**src/hw/rtl/set_statistics_unit_core_assert.svh**
```systemverilog
// ----------------------------------------------------------------------------
// Set statistics unit assertion macros
// Concurrent assertion wrappers on clk_i and rst_ni; empty when SYNTH is set.
// ----------------------------------------------------------------------------
`ifndef SET_STATISTICS_UNIT_CORE_ASSERT_SVH
`define SET_STATISTICS_UNIT_CORE_ASSERT_SVH

`ifndef SYNTH

`define SSU_ASSERT_IMP(lbl, pre, post) \
  lbl: assert property (@(posedge clk_i) disable iff (!rst_ni) (pre) |-> (post)) \
    else $error("set statistics unit: same-cycle check failed");

`define SSU_ASSERT_NXT(lbl, pre, post) \
  lbl: assert property (@(posedge clk_i) disable iff (!rst_ni) (pre) |=> (post)) \
    else $error("set statistics unit: next-cycle check failed");

`else

`define SSU_ASSERT_IMP(lbl, pre, post)

`define SSU_ASSERT_NXT(lbl, pre, post)

`endif

`endif

```
**src/hw/rtl/ssu_pkg.sv**
```systemverilog
// ----------------------------------------------------------------------------
// Set statistics unit package
// Field widths, closing datapath widths and the result payload layout.
// ----------------------------------------------------------------------------
package ssu_pkg;

  localparam int unsigned MAX_COUNT_DEF = 256;

  localparam int unsigned SAMPLE_W = 16;
  localparam int unsigned WEIGHT_W = 16;
  localparam int unsigned MEAN_W   = 24;
  localparam int unsigned STD_W    = 23;

  localparam int unsigned IN_DATA_W  = SAMPLE_W + WEIGHT_W;
  localparam int unsigned OUT_DATA_W = 104;

  // closing datapath, sized for the largest set
  localparam int unsigned N_W     = 9;
  localparam int unsigned SUM_F_W = 25;
  localparam int unsigned SQ_F_W  = 39;
  localparam int unsigned WS_F_W  = 41;
  localparam int unsigned MAG_W   = 24;
  localparam int unsigned WMAG_W  = 40;
  localparam int unsigned T_W     = 47;
  localparam int unsigned X_W     = 63;
  localparam int unsigned ROOT_W  = 32;
  localparam int unsigned DIVD_W  = 48;
  localparam int unsigned DEN_W   = 24;
  localparam int unsigned MUL_W   = 26;
  localparam int unsigned SUB_W   = 64;
  localparam int unsigned ITER_W  = 6;
  localparam int unsigned SQ_LO_W = 25;

  localparam int unsigned DIV_STEPS_SHORT = 32;
  localparam int unsigned DIV_STEPS_LONG  = 48;

  localparam logic signed [SAMPLE_W-1:0] SAMPLE_MAX = 16'sh7fff;
  localparam logic signed [SAMPLE_W-1:0] SAMPLE_MIN = 16'sh8000;

  typedef enum logic [1:0] {
    PH_MEAN,
    PH_WMEAN,
    PH_STD
  } div_phase_e;

  // lowest bits first: mean, weighted mean, std dev, minimum, maximum, pad
  typedef struct packed {
    logic                       pad;
    logic signed [SAMPLE_W-1:0] maximum;
    logic signed [SAMPLE_W-1:0] minimum;
    logic        [STD_W-1:0]    std_dev_q8;
    logic signed [MEAN_W-1:0]   weighted_mean_q8;
    logic signed [MEAN_W-1:0]   mean_q8;
  } result_t;

endpackage

```
**src/hw/rtl/set_statistics_unit_core.sv**
```systemverilog
// ----------------------------------------------------------------------------
// Set statistics unit core
// Collects a set of weighted signed samples and, when the set closes on the
// item marked last or at MAX_COUNT samples, returns one result with the mean,
// weighted mean and population standard deviation in Q8 (truncated) plus the
// minimum and maximum; tuser flags a set whose weights sum to zero, and its
// weighted mean is then 0. An item that does not close its set goes through
// accept, then the square and the weight product, each on the shared
// 26x26 multiplier. The item that closes a set then takes four multiply and
// subtract steps, then on one shared 64-bit subtractor 32 steps of the
// digit-by-digit square root and restoring divisions of 32, 48 and 32 steps
// (no 48-step one when the weights sum to zero), then the output load, which
// waits until any held result is taken; input is taken again after that load.
// ----------------------------------------------------------------------------
`include "set_statistics_unit_core_assert.svh"

module set_statistics_unit_core #(
  parameter int unsigned MAX_COUNT = ssu_pkg::MAX_COUNT_DEF
) (
  input  logic                            clk_i,
  input  logic                            rst_ni,
  input  logic                            s_tvalid,
  output logic                            s_tready,
  // sample[15:0], weight[31:16]
  input  logic [ssu_pkg::IN_DATA_W-1:0]   s_tdata,
  input  logic                            s_tlast,
  output logic                            m_tvalid,
  input  logic                            m_tready,
  // mean_q8[23:0], weighted_mean_q8[47:24], std_dev_q8[70:48],
  // minimum[86:71], maximum[102:87], zero pad[103]
  output logic [ssu_pkg::OUT_DATA_W-1:0]  m_tdata,
  // no_weight[0]
  output logic                            m_tuser
);

  localparam int unsigned LOG_W  = $clog2(MAX_COUNT);
  localparam int unsigned CNT_W  = $clog2(MAX_COUNT + 1);
  localparam int unsigned SUM_W  = ssu_pkg::SAMPLE_W + 1 + LOG_W;
  localparam int unsigned SQ_W   = 2 * ssu_pkg::SAMPLE_W - 1 + LOG_W;
  localparam int unsigned WSUM_W = ssu_pkg::SAMPLE_W + ssu_pkg::WEIGHT_W + 1 + LOG_W;
  localparam int unsigned WTOT_W = ssu_pkg::WEIGHT_W + LOG_W;

  localparam logic [3:0] S_IDLE  = 4'd0;
  localparam logic [3:0] S_SQ    = 4'd1;
  localparam logic [3:0] S_SW    = 4'd2;
  localparam logic [3:0] S_M0    = 4'd3;
  localparam logic [3:0] S_M1    = 4'd4;
  localparam logic [3:0] S_M2    = 4'd5;
  localparam logic [3:0] S_M3    = 4'd6;
  localparam logic [3:0] S_SQRT  = 4'd7;
  localparam logic [3:0] S_DLOAD = 4'd8;
  localparam logic [3:0] S_DIV   = 4'd9;
  localparam logic [3:0] S_OUT   = 4'd10;

  logic [3:0] state_q, state_d;

  logic signed [ssu_pkg::SAMPLE_W-1:0] s_q, s_d;
  logic        [ssu_pkg::WEIGHT_W-1:0] w_q, w_d;
  logic                                last_q, last_d;

  logic        [CNT_W-1:0]             cnt_q, cnt_d;
  logic signed [SUM_W-1:0]             sum_q, sum_d;
  logic        [SQ_W-1:0]              sq_q, sq_d;
  logic signed [WSUM_W-1:0]            wsum_q, wsum_d;
  logic        [WTOT_W-1:0]            wtot_q, wtot_d;
  logic signed [ssu_pkg::SAMPLE_W-1:0] min_q, min_d;
  logic signed [ssu_pkg::SAMPLE_W-1:0] max_q, max_d;

  logic [ssu_pkg::MAG_W-1:0]  mag_q, mag_d;
  logic                       neg_q, neg_d;
  logic [ssu_pkg::WMAG_W-1:0] wmag_q, wmag_d;
  logic                       wneg_q, wneg_d;
  logic [ssu_pkg::T_W-1:0]    t_q, t_d;
  logic [ssu_pkg::T_W-1:0]    p_q, p_d;
  logic [ssu_pkg::X_W-1:0]    x_q, x_d;
  logic [ssu_pkg::X_W-1:0]    root_q, root_d;
  logic [ssu_pkg::X_W-1:0]    bit_q, bit_d;

  ssu_pkg::div_phase_e          phase_q, phase_d;
  logic [ssu_pkg::DIVD_W-1:0]   dq_q, dq_d;
  logic [ssu_pkg::DEN_W-1:0]    rem_q, rem_d;
  logic [ssu_pkg::DEN_W-1:0]    den_q, den_d;
  logic [ssu_pkg::ITER_W-1:0]   iter_q, iter_d;

  logic signed [ssu_pkg::MEAN_W-1:0] mean_q, mean_d;
  logic signed [ssu_pkg::MEAN_W-1:0] wmean_q, wmean_d;
  logic                              nw_q, nw_d;

  ssu_pkg::result_t out_q, out_d;
  logic             ovalid_q, ovalid_d;
  logic             onw_q, onw_d;

  logic signed [ssu_pkg::MUL_W-1:0]   mul_a, mul_b;
  logic signed [2*ssu_pkg::MUL_W-1:0] mul_p;
  logic [ssu_pkg::SUB_W-1:0]          sub_a, sub_b;
  logic [ssu_pkg::SUB_W:0]            sub_r;
  logic                               sub_ge;

  logic signed [ssu_pkg::SAMPLE_W-1:0] s_in;
  logic [ssu_pkg::N_W-1:0]             n_ext;
  logic [ssu_pkg::SQ_F_W-1:0]          sq_ext;
  logic signed [ssu_pkg::SUM_F_W-1:0]  sum_f, sum_n;
  logic signed [ssu_pkg::WS_F_W-1:0]   ws_f, ws_n;
  logic [ssu_pkg::SUB_W-1:0]           rb_sum;
  logic [ssu_pkg::DIVD_W-1:0]          dq_next;
  logic [ssu_pkg::MEAN_W-1:0]          quo, quo_n;
  logic                                accept, closing;

  assign s_in    = $signed(s_tdata[ssu_pkg::SAMPLE_W-1:0]);
  assign accept  = s_tvalid && s_tready;
  assign closing = last_q || (cnt_q == CNT_W'(MAX_COUNT));
  assign n_ext   = ssu_pkg::N_W'(cnt_q);
  assign sq_ext  = ssu_pkg::SQ_F_W'(sq_q);
  assign sum_f   = ssu_pkg::SUM_F_W'(sum_q);
  assign sum_n   = -sum_f;
  assign ws_f    = ssu_pkg::WS_F_W'(wsum_q);
  assign ws_n    = -ws_f;
  assign rb_sum  = ssu_pkg::SUB_W'(root_q) + ssu_pkg::SUB_W'(bit_q);

  assign mul_p  = mul_a * mul_b;
  assign sub_r  = {1'b0, sub_a} - {1'b0, sub_b};
  assign sub_ge = !sub_r[ssu_pkg::SUB_W];

  assign dq_next = {dq_q[ssu_pkg::DIVD_W-2:0], sub_ge};
  assign quo     = dq_next[ssu_pkg::MEAN_W-1:0];
  assign quo_n   = ssu_pkg::MEAN_W'(0) - quo;

  assign s_tready = (state_q == S_IDLE);
  assign m_tvalid = ovalid_q;
  assign m_tdata  = out_q;
  assign m_tuser  = onw_q;

  always_comb begin
    mul_a = '0;
    mul_b = '0;
    sub_a = '0;
    sub_b = '0;
    case (state_q)
      S_SQ: begin
        mul_a = ssu_pkg::MUL_W'(s_q);
        mul_b = ssu_pkg::MUL_W'(s_q);
      end
      S_SW: begin
        mul_a = ssu_pkg::MUL_W'(s_q);
        mul_b = ssu_pkg::MUL_W'($signed({1'b0, w_q}));
      end
      S_M0: begin
        mul_a = ssu_pkg::MUL_W'($signed({1'b0, n_ext}));
        mul_b = ssu_pkg::MUL_W'($signed({1'b0, sq_ext[ssu_pkg::SQ_LO_W-1:0]}));
      end
      S_M1: begin
        mul_a = ssu_pkg::MUL_W'($signed({1'b0, n_ext}));
        mul_b = ssu_pkg::MUL_W'($signed({1'b0, sq_ext[ssu_pkg::SQ_F_W-1:ssu_pkg::SQ_LO_W]}));
      end
      S_M2: begin
        mul_a = ssu_pkg::MUL_W'($signed({1'b0, mag_q}));
        mul_b = ssu_pkg::MUL_W'($signed({1'b0, mag_q}));
      end
      S_M3: begin
        sub_a = ssu_pkg::SUB_W'(t_q);
        sub_b = ssu_pkg::SUB_W'(p_q);
      end
      S_SQRT: begin
        sub_a = ssu_pkg::SUB_W'(x_q);
        sub_b = rb_sum;
      end
      S_DIV: begin
        sub_a = ssu_pkg::SUB_W'({rem_q, dq_q[ssu_pkg::DIVD_W-1]});
        sub_b = ssu_pkg::SUB_W'(den_q);
      end
      default: begin
        sub_a = '0;
      end
    endcase
  end

  always_comb begin
    state_d  = state_q;
    s_d      = s_q;
    w_d      = w_q;
    last_d   = last_q;
    cnt_d    = cnt_q;
    sum_d    = sum_q;
    sq_d     = sq_q;
    wsum_d   = wsum_q;
    wtot_d   = wtot_q;
    min_d    = min_q;
    max_d    = max_q;
    mag_d    = mag_q;
    neg_d    = neg_q;
    wmag_d   = wmag_q;
    wneg_d   = wneg_q;
    t_d      = t_q;
    p_d      = p_q;
    x_d      = x_q;
    root_d   = root_q;
    bit_d    = bit_q;
    phase_d  = phase_q;
    dq_d     = dq_q;
    rem_d    = rem_q;
    den_d    = den_q;
    iter_d   = iter_q;
    mean_d   = mean_q;
    wmean_d  = wmean_q;
    nw_d     = nw_q;
    out_d    = out_q;
    onw_d    = onw_q;
    ovalid_d = ovalid_q && !m_tready;

    case (state_q)
      S_IDLE: begin
        if (accept) begin
          s_d    = s_in;
          w_d    = s_tdata[ssu_pkg::IN_DATA_W-1:ssu_pkg::SAMPLE_W];
          last_d = s_tlast;
          cnt_d  = cnt_q + CNT_W'(1);
          sum_d  = sum_q + SUM_W'(s_in);
          wtot_d = wtot_q + WTOT_W'(s_tdata[ssu_pkg::IN_DATA_W-1:ssu_pkg::SAMPLE_W]);
          if (s_in < min_q) begin
            min_d = s_in;
          end
          if (s_in > max_q) begin
            max_d = s_in;
          end
          state_d = S_SQ;
        end
      end
      S_SQ: begin
        sq_d    = sq_q + SQ_W'(mul_p[2*ssu_pkg::SAMPLE_W-2:0]);
        state_d = S_SW;
      end
      S_SW: begin
        wsum_d = wsum_q + WSUM_W'($signed(mul_p[2*ssu_pkg::SAMPLE_W-1:0]));
        if (closing) begin
          neg_d   = sum_f[ssu_pkg::SUM_F_W-1];
          mag_d   = sum_f[ssu_pkg::SUM_F_W-1] ? sum_n[ssu_pkg::MAG_W-1:0]
                                               : sum_f[ssu_pkg::MAG_W-1:0];
          state_d = S_M0;
        end else begin
          state_d = S_IDLE;
        end
      end
      S_M0: begin
        wneg_d  = ws_f[ssu_pkg::WS_F_W-1];
        wmag_d  = ws_f[ssu_pkg::WS_F_W-1] ? ws_n[ssu_pkg::WMAG_W-1:0]
                                          : ws_f[ssu_pkg::WMAG_W-1:0];
        t_d     = mul_p[ssu_pkg::T_W-1:0];
        state_d = S_M1;
      end
      S_M1: begin
        t_d     = t_q + {mul_p[ssu_pkg::T_W-ssu_pkg::SQ_LO_W-1:0],
                         {ssu_pkg::SQ_LO_W{1'b0}}};
        state_d = S_M2;
      end
      S_M2: begin
        p_d     = mul_p[ssu_pkg::T_W-1:0];
        state_d = S_M3;
      end
      S_M3: begin
        x_d     = {sub_r[ssu_pkg::T_W-1:0], {(ssu_pkg::X_W-ssu_pkg::T_W){1'b0}}};
        root_d  = '0;
        bit_d   = ssu_pkg::X_W'(1) << (ssu_pkg::X_W - 1);
        state_d = S_SQRT;
      end
      S_SQRT: begin
        if (sub_ge) begin
          x_d    = sub_r[ssu_pkg::X_W-1:0];
          root_d = (root_q >> 1) + bit_q;
        end else begin
          root_d = root_q >> 1;
        end
        bit_d = bit_q >> 2;
        if (bit_q[0]) begin
          phase_d = ssu_pkg::PH_MEAN;
          state_d = S_DLOAD;
        end
      end
      S_DLOAD: begin
        rem_d   = '0;
        state_d = S_DIV;
        case (phase_q)
          ssu_pkg::PH_MEAN: begin
            dq_d   = {mag_q, 8'b0, {(ssu_pkg::DIVD_W-ssu_pkg::DIV_STEPS_SHORT){1'b0}}};
            den_d  = ssu_pkg::DEN_W'(n_ext);
            iter_d = ssu_pkg::ITER_W'(ssu_pkg::DIV_STEPS_SHORT - 1);
          end
          ssu_pkg::PH_WMEAN: begin
            nw_d   = (wtot_q == '0);
            dq_d   = {wmag_q, 8'b0};
            den_d  = ssu_pkg::DEN_W'(wtot_q);
            iter_d = ssu_pkg::ITER_W'(ssu_pkg::DIV_STEPS_LONG - 1);
            if (wtot_q == '0) begin
              wmean_d = '0;
              phase_d = ssu_pkg::PH_STD;
              state_d = S_DLOAD;
            end
          end
          default: begin
            dq_d   = {root_q[ssu_pkg::ROOT_W-1:0],
                      {(ssu_pkg::DIVD_W-ssu_pkg::ROOT_W){1'b0}}};
            den_d  = ssu_pkg::DEN_W'(n_ext);
            iter_d = ssu_pkg::ITER_W'(ssu_pkg::DIV_STEPS_SHORT - 1);
          end
        endcase
      end
      S_DIV: begin
        rem_d  = sub_ge ? sub_r[ssu_pkg::DEN_W-1:0]
                        : {rem_q[ssu_pkg::DEN_W-2:0], dq_q[ssu_pkg::DIVD_W-1]};
        dq_d   = dq_next;
        iter_d = iter_q - ssu_pkg::ITER_W'(1);
        if (iter_q == '0) begin
          case (phase_q)
            ssu_pkg::PH_MEAN: begin
              mean_d  = neg_q ? $signed(quo_n) : $signed(quo);
              phase_d = ssu_pkg::PH_WMEAN;
              state_d = S_DLOAD;
            end
            ssu_pkg::PH_WMEAN: begin
              wmean_d = wneg_q ? $signed(quo_n) : $signed(quo);
              phase_d = ssu_pkg::PH_STD;
              state_d = S_DLOAD;
            end
            default: begin
              state_d = S_OUT;
            end
          endcase
        end
      end
      S_OUT: begin
        if (!ovalid_q || m_tready) begin
          out_d.pad              = 1'b0;
          out_d.maximum          = max_q;
          out_d.minimum          = min_q;
          out_d.std_dev_q8       = dq_q[ssu_pkg::STD_W-1:0];
          out_d.weighted_mean_q8 = wmean_q;
          out_d.mean_q8          = mean_q;
          onw_d    = nw_q;
          ovalid_d = 1'b1;
          cnt_d    = '0;
          sum_d    = '0;
          sq_d     = '0;
          wsum_d   = '0;
          wtot_d   = '0;
          min_d    = ssu_pkg::SAMPLE_MAX;
          max_d    = ssu_pkg::SAMPLE_MIN;
          state_d  = S_IDLE;
        end
      end
      default: begin
        state_d = S_IDLE;
      end
    endcase
  end

  always_ff @(posedge clk_i or negedge rst_ni) begin
    if (!rst_ni) begin
      state_q  <= S_IDLE;
      cnt_q    <= '0;
      sum_q    <= '0;
      sq_q     <= '0;
      wsum_q   <= '0;
      wtot_q   <= '0;
      min_q    <= ssu_pkg::SAMPLE_MAX;
      max_q    <= ssu_pkg::SAMPLE_MIN;
      phase_q  <= ssu_pkg::PH_MEAN;
      iter_q   <= '0;
      ovalid_q <= 1'b0;
    end else begin
      state_q  <= state_d;
      cnt_q    <= cnt_d;
      sum_q    <= sum_d;
      sq_q     <= sq_d;
      wsum_q   <= wsum_d;
      wtot_q   <= wtot_d;
      min_q    <= min_d;
      max_q    <= max_d;
      phase_q  <= phase_d;
      iter_q   <= iter_d;
      ovalid_q <= ovalid_d;
    end
  end

  always_ff @(posedge clk_i) begin
    s_q     <= s_d;
    w_q     <= w_d;
    last_q  <= last_d;
    mag_q   <= mag_d;
    neg_q   <= neg_d;
    wmag_q  <= wmag_d;
    wneg_q  <= wneg_d;
    t_q     <= t_d;
    p_q     <= p_d;
    x_q     <= x_d;
    root_q  <= root_d;
    bit_q   <= bit_d;
    dq_q    <= dq_d;
    rem_q   <= rem_d;
    den_q   <= den_d;
    mean_q  <= mean_d;
    wmean_q <= wmean_d;
    nw_q    <= nw_d;
    out_q   <= out_d;
    onw_q   <= onw_d;
  end

  `SSU_ASSERT_IMP(a_rem_below_den, state_q == S_DIV, rem_q < den_q)
  `SSU_ASSERT_NXT(a_accept_to_square, accept, state_q == S_SQ)
  `SSU_ASSERT_IMP(a_set_cleared, $rose(ovalid_q), cnt_q == '0 && state_q == S_IDLE)

endmodule
```
**config.mk**
```make
export PLATFORM = sky130hd
export DESIGN_NAME = set_statistics_unit_core
export DESIGN_NICKNAME = d
export VERILOG_FILES = /design/src/hw/rtl/ssu_pkg.sv /design/src/hw/rtl/set_statistics_unit_core.sv
export VERILOG_INCLUDE_DIRS = /design/src /design/src/hw/rtl
export SDC_FILE = /design/constraint.sdc
export NUM_CORES = 2
export LEC_CHECK = 0
export BUFFER_PORTS_ARGS = -buffer_cell sky130_fd_sc_hd__buf_2
export CORE_UTILIZATION = 50
export CTS_CLUSTER_SIZE = 14
export DETAILED_ROUTE_END_ITERATION = 6
export GPL_TIMING_DRIVEN = 0
export PLACE_DENSITY = 0.66
export SYNTH_ARGS = -nofsm -noshare
export SYNTH_HDL_FRONTEND = slang
export SYNTH_SLANG_ARGS = --single-unit
```
**constraint.sdc**
```tcl
create_clock -name clk_i -period 15.1 [get_ports clk_i]
set_clock_uncertainty 0.2 [all_clocks]
set_input_delay 3.02 -clock clk_i [delete_from_list [all_inputs] [get_ports clk_i]]
set_output_delay 3.02 -clock clk_i [all_outputs]
set_load 0.1 [all_outputs]
```
==> metrics.md <==
| Metric | Value |
|---|---|
| Unrepaired setup endpoints after global routing | `false` |
| Clk_lat worst skew | `700 ps` |
| Die height | `374 µm` |
| Total number of vias | `56000` |
| Setup crit end kind | `register` |
| Starting density of the core | `50.3%` |
| Via/cell ratio | `6.03` |
| Crit share post-route | `98.8%` |
| Vias in the first global route | `55000` |
| Pin count of the biggest net entering global routing | `98` |
| Half-perimeter wire length after placement | `190000 µm` |
| Synth cell count leaders | `nand2_1, inv_1, nor2_1` |
| Area grow syn2layout | `9.18%` |
| Layout fillers | `12300` |
| WS Path Type | `reg2reg` |
| Hold Crit Start | `mean_q[6]` |
| CORE AREA | `137000 µm²` |
| Die area | `140000 µm²` |
| Buffers added on ports | `142` |
| Outcome | `finished with violations` |
| Number of distinct library cells after synthesis | `80` |
| Least-Margin Pin Slew | `1530 ps` |
| Fmax | `0.0670 GHz` |
| Setup_tns | `0 ps` |
| DRT iter0 DRCs | `6664` |
| Post-synth EDFFs | `600` |
| Synthesized area | `69100 µm²` |
| Crit path arrival time | `15300 ps` |
| GRT Util Overall | `34.1%` |
| Prevailing post-synth register cell | `edfxtp_1` |
| Worst EP required | `15480 ps` |
| CTS tree | `done` |
| Failing checks | `DRC, capacitance limit, slew limit` |
| #FFs+latches synth | `783` |
| Drt pass-1 iters | `7` |
| First-pass GRT wire length | `355000 µm` |
| Worst reg2reg path endpoint | `ws_f[40]` |
| Core Util, Final | `55.0%` |
| WL/cell | `25.7 µm` |
| Worst slack, placed | `648 ps` |
| Hold path depth | `0` |
| Worst Hold Class | `reg2reg` |
| TritonCTS Buffers | `87` |
| Root Buffer | `clkbuf_16` |
| Post-synth top area cell | `edfxtp_1` |
| Antenna violations before repair | `5` |
| Final setup violation count | `0` |
| Final Hold Fails | `0` |
| Syn_area_per_cell | `9.64 µm²` |
| Post-synth top area share | `26.1%` |
| CP max stage cell | `a22oi_1` |
| Placer congestion estimate | `1.02` |
| Ys async rst share | `23.4%` |
| Clk sinks | `783` |
| Clock transition at path regs | `60 ps` |
| CP startpoint kind | `register` |
| Reg2reg path depth | `41` |
| Worst stage delay on the critical path | `1220 ps` |
| Clock Path Buffers | `3` |
| Rel. slew slack | `-2.84%` |
| Reg-to-reg startpoint | `state_q[2]` |
| I/O Pins | `144` |
| Post-cts repair resize count | `0` |
| ANT nets after route | `0` |
| Cell count after synthesis | `7166` |
| Largest cells by area after synthesis | `edfxtp_1, fa_1, ha_1` |
| Layout cell share with drive strength beyond 1 | `5.33%` |
| H-tree depth | `3` |
| Final min period | `14920 ps` |
| Synth warn | `0` |
| Gr ovfl total | `0` |
| Most common cell in the netlist | `nand2_1` |
| Fin nets | `8565` |
| Max_cap viols | `2` |
| Row count | `136` |
| Total Wirelength | `239000 µm` |
| Hold buffer count at CTS | `0` |
| Highest fanout seen on the critical path | `10` |
| Die Width | `374 µm` |
| Drt drc | `7` |
| Final Max Tran Viols | `6` |
| Worst setup margin | `178 ps` |
| Hold Path End | `m_tdata[6]` |
| R2R setup slack | `180 ps` |
| Seq/Total Area, Yosys | `32.7%` |
| Post-CTS Setup Bufs | `0` |
==> placed cells by master, fill, tap and decap left out, types with 35 or more instances in the layout <==
cell / n
o21a_1: 37
nand4_1: 39
nand3_1: 121
a21oi_1: 306
o31ai_1: 36
or3_1: 55
a222oi_1: 58
clkbuf_1: 275
a211oi_1: 57
and3_1: 49
and2_1: 126
xor2_1: 137
nor2_1: 650
a21o_1: 124
mux2i_1: 61
o21ai_0: 386
buf_2: 143
edfxtp_1: 600
clkbuf_16: 87
fa_1: 651
inv_1: 871
a22oi_1: 54
nand2_1: 880
a31oi_1: 72
xnor2_1: 287
nand2b_1: 65
dfrtp_1: 167
ha_1: 448
o21bai_1: 43
nor2b_1: 35
nor3_1: 95
==> worst max-delay path: cells and delay by family, from the launching register on <==
| family | cells | cell delay (ps) |
|---|---|---|
| adders and majority gates | 9 | 3960 |
| and+or+nand+nor | 6 | 870 |
| DFF | 1 | 430 |
| buffers and inverters | 10 | 3430 |
| muxes | 2 | 410 |
| xor gates and xnor gates | 1 | 1140 |
| AOI/OAI and AO/OA | 13 | 4370 |
==> worst max-delay path by stage <==
stage                          end       start  cells past startpoint  slack (ps)
after CTS                 ws_f[40]  state_q[2]                     43         550
after global placement    ws_f[40]  state_q[3]                     37       -1470
final                     ws_f[40]  state_q[2]                     41         180
after floorplan           ws_f[40]  state_q[3]                     36        3500
after global routing      ws_f[40]  state_q[2]                     42         290
after detailed placement  ws_f[40]  state_q[2]                     43         650
==> per-layer routing <==
| metal | GRT usage [%] | routed length (µm) |
|---|---|---|
| met1 | 46.7 | 98000 |
| met2 | 52.4 | 106000 |
| met3 | 6.10 | 21500 |
| met4 | 16.8 | 13600 |
| met5 | 0 | 34 |
==> final cells by class <==
| class | instances | area, µm² | share of cell area (%) |
|---|---|---|---|
| Antenna cell | 4 | 10.0 | 0.0133 |
| Buffer | 289 | 1100 | 1.46 |
| Clock buffer | 105 | 2250 | 2.99 |
| Clock inverter | 55 | 568 | 0.753 |
| Inverter | 873 | 3280 | 4.34 |
| Multi-Input combinational cell | 5226 | 42200 | 56.0 |
| Sequential cell | 783 | 22600 | 30.0 |
| Tap cell | 1794 | 2240 | 2.97 |
| Timing Repair Buffer | 169 | 1140 | 1.51 |
==> cells by family (layout without fill, tap and decap cells) <==
group	after synthesis	after routing	synth area share (%)
other	2	11	0.0109
AND/OR/NAND/NOR	2214	2214	14.3
multiplexers	73	73	1.08
adder cells (fa/ha/maj)	1099	1099	27.0
AO/OA/AOI/OAI	1407	1407	13.2
XOR/XNOR	426	426	5.40
flip-flops	783	783	32.7
buffers and inverters	1162	1491	6.32
==> per-stage QoR <==
step | cell area, µm² | hold WS (ps) | cells
floorplan | 69100 | 200 | 7171
CTS | 75400 | 204 | 9294
global route | 75400 | 224 | 9294
finish | 75500 | 217 | 9298
detailed placement | 72600 | 205 | 9134
global placement | 72100 | 201 | 9107
==> state kept, by name (all words and copies together) (netlist names), 24 cells and up <==
register and count:
t_q 47, wmean_q 24, rem_q 24, sum_f 25, wmag_q 40, bit_q 32, sq_ext 39, root_q 63
x_q 63, wtot_q 24, den_q 24, mag_q 24, mean_q 24, dq_q 48, p_q 47, m_tdata 103
ws_f 41
Power is left out: the tool's default activity adds up to more than one toggle a clock period on the data nets, which glitch-free logic cannot reach.
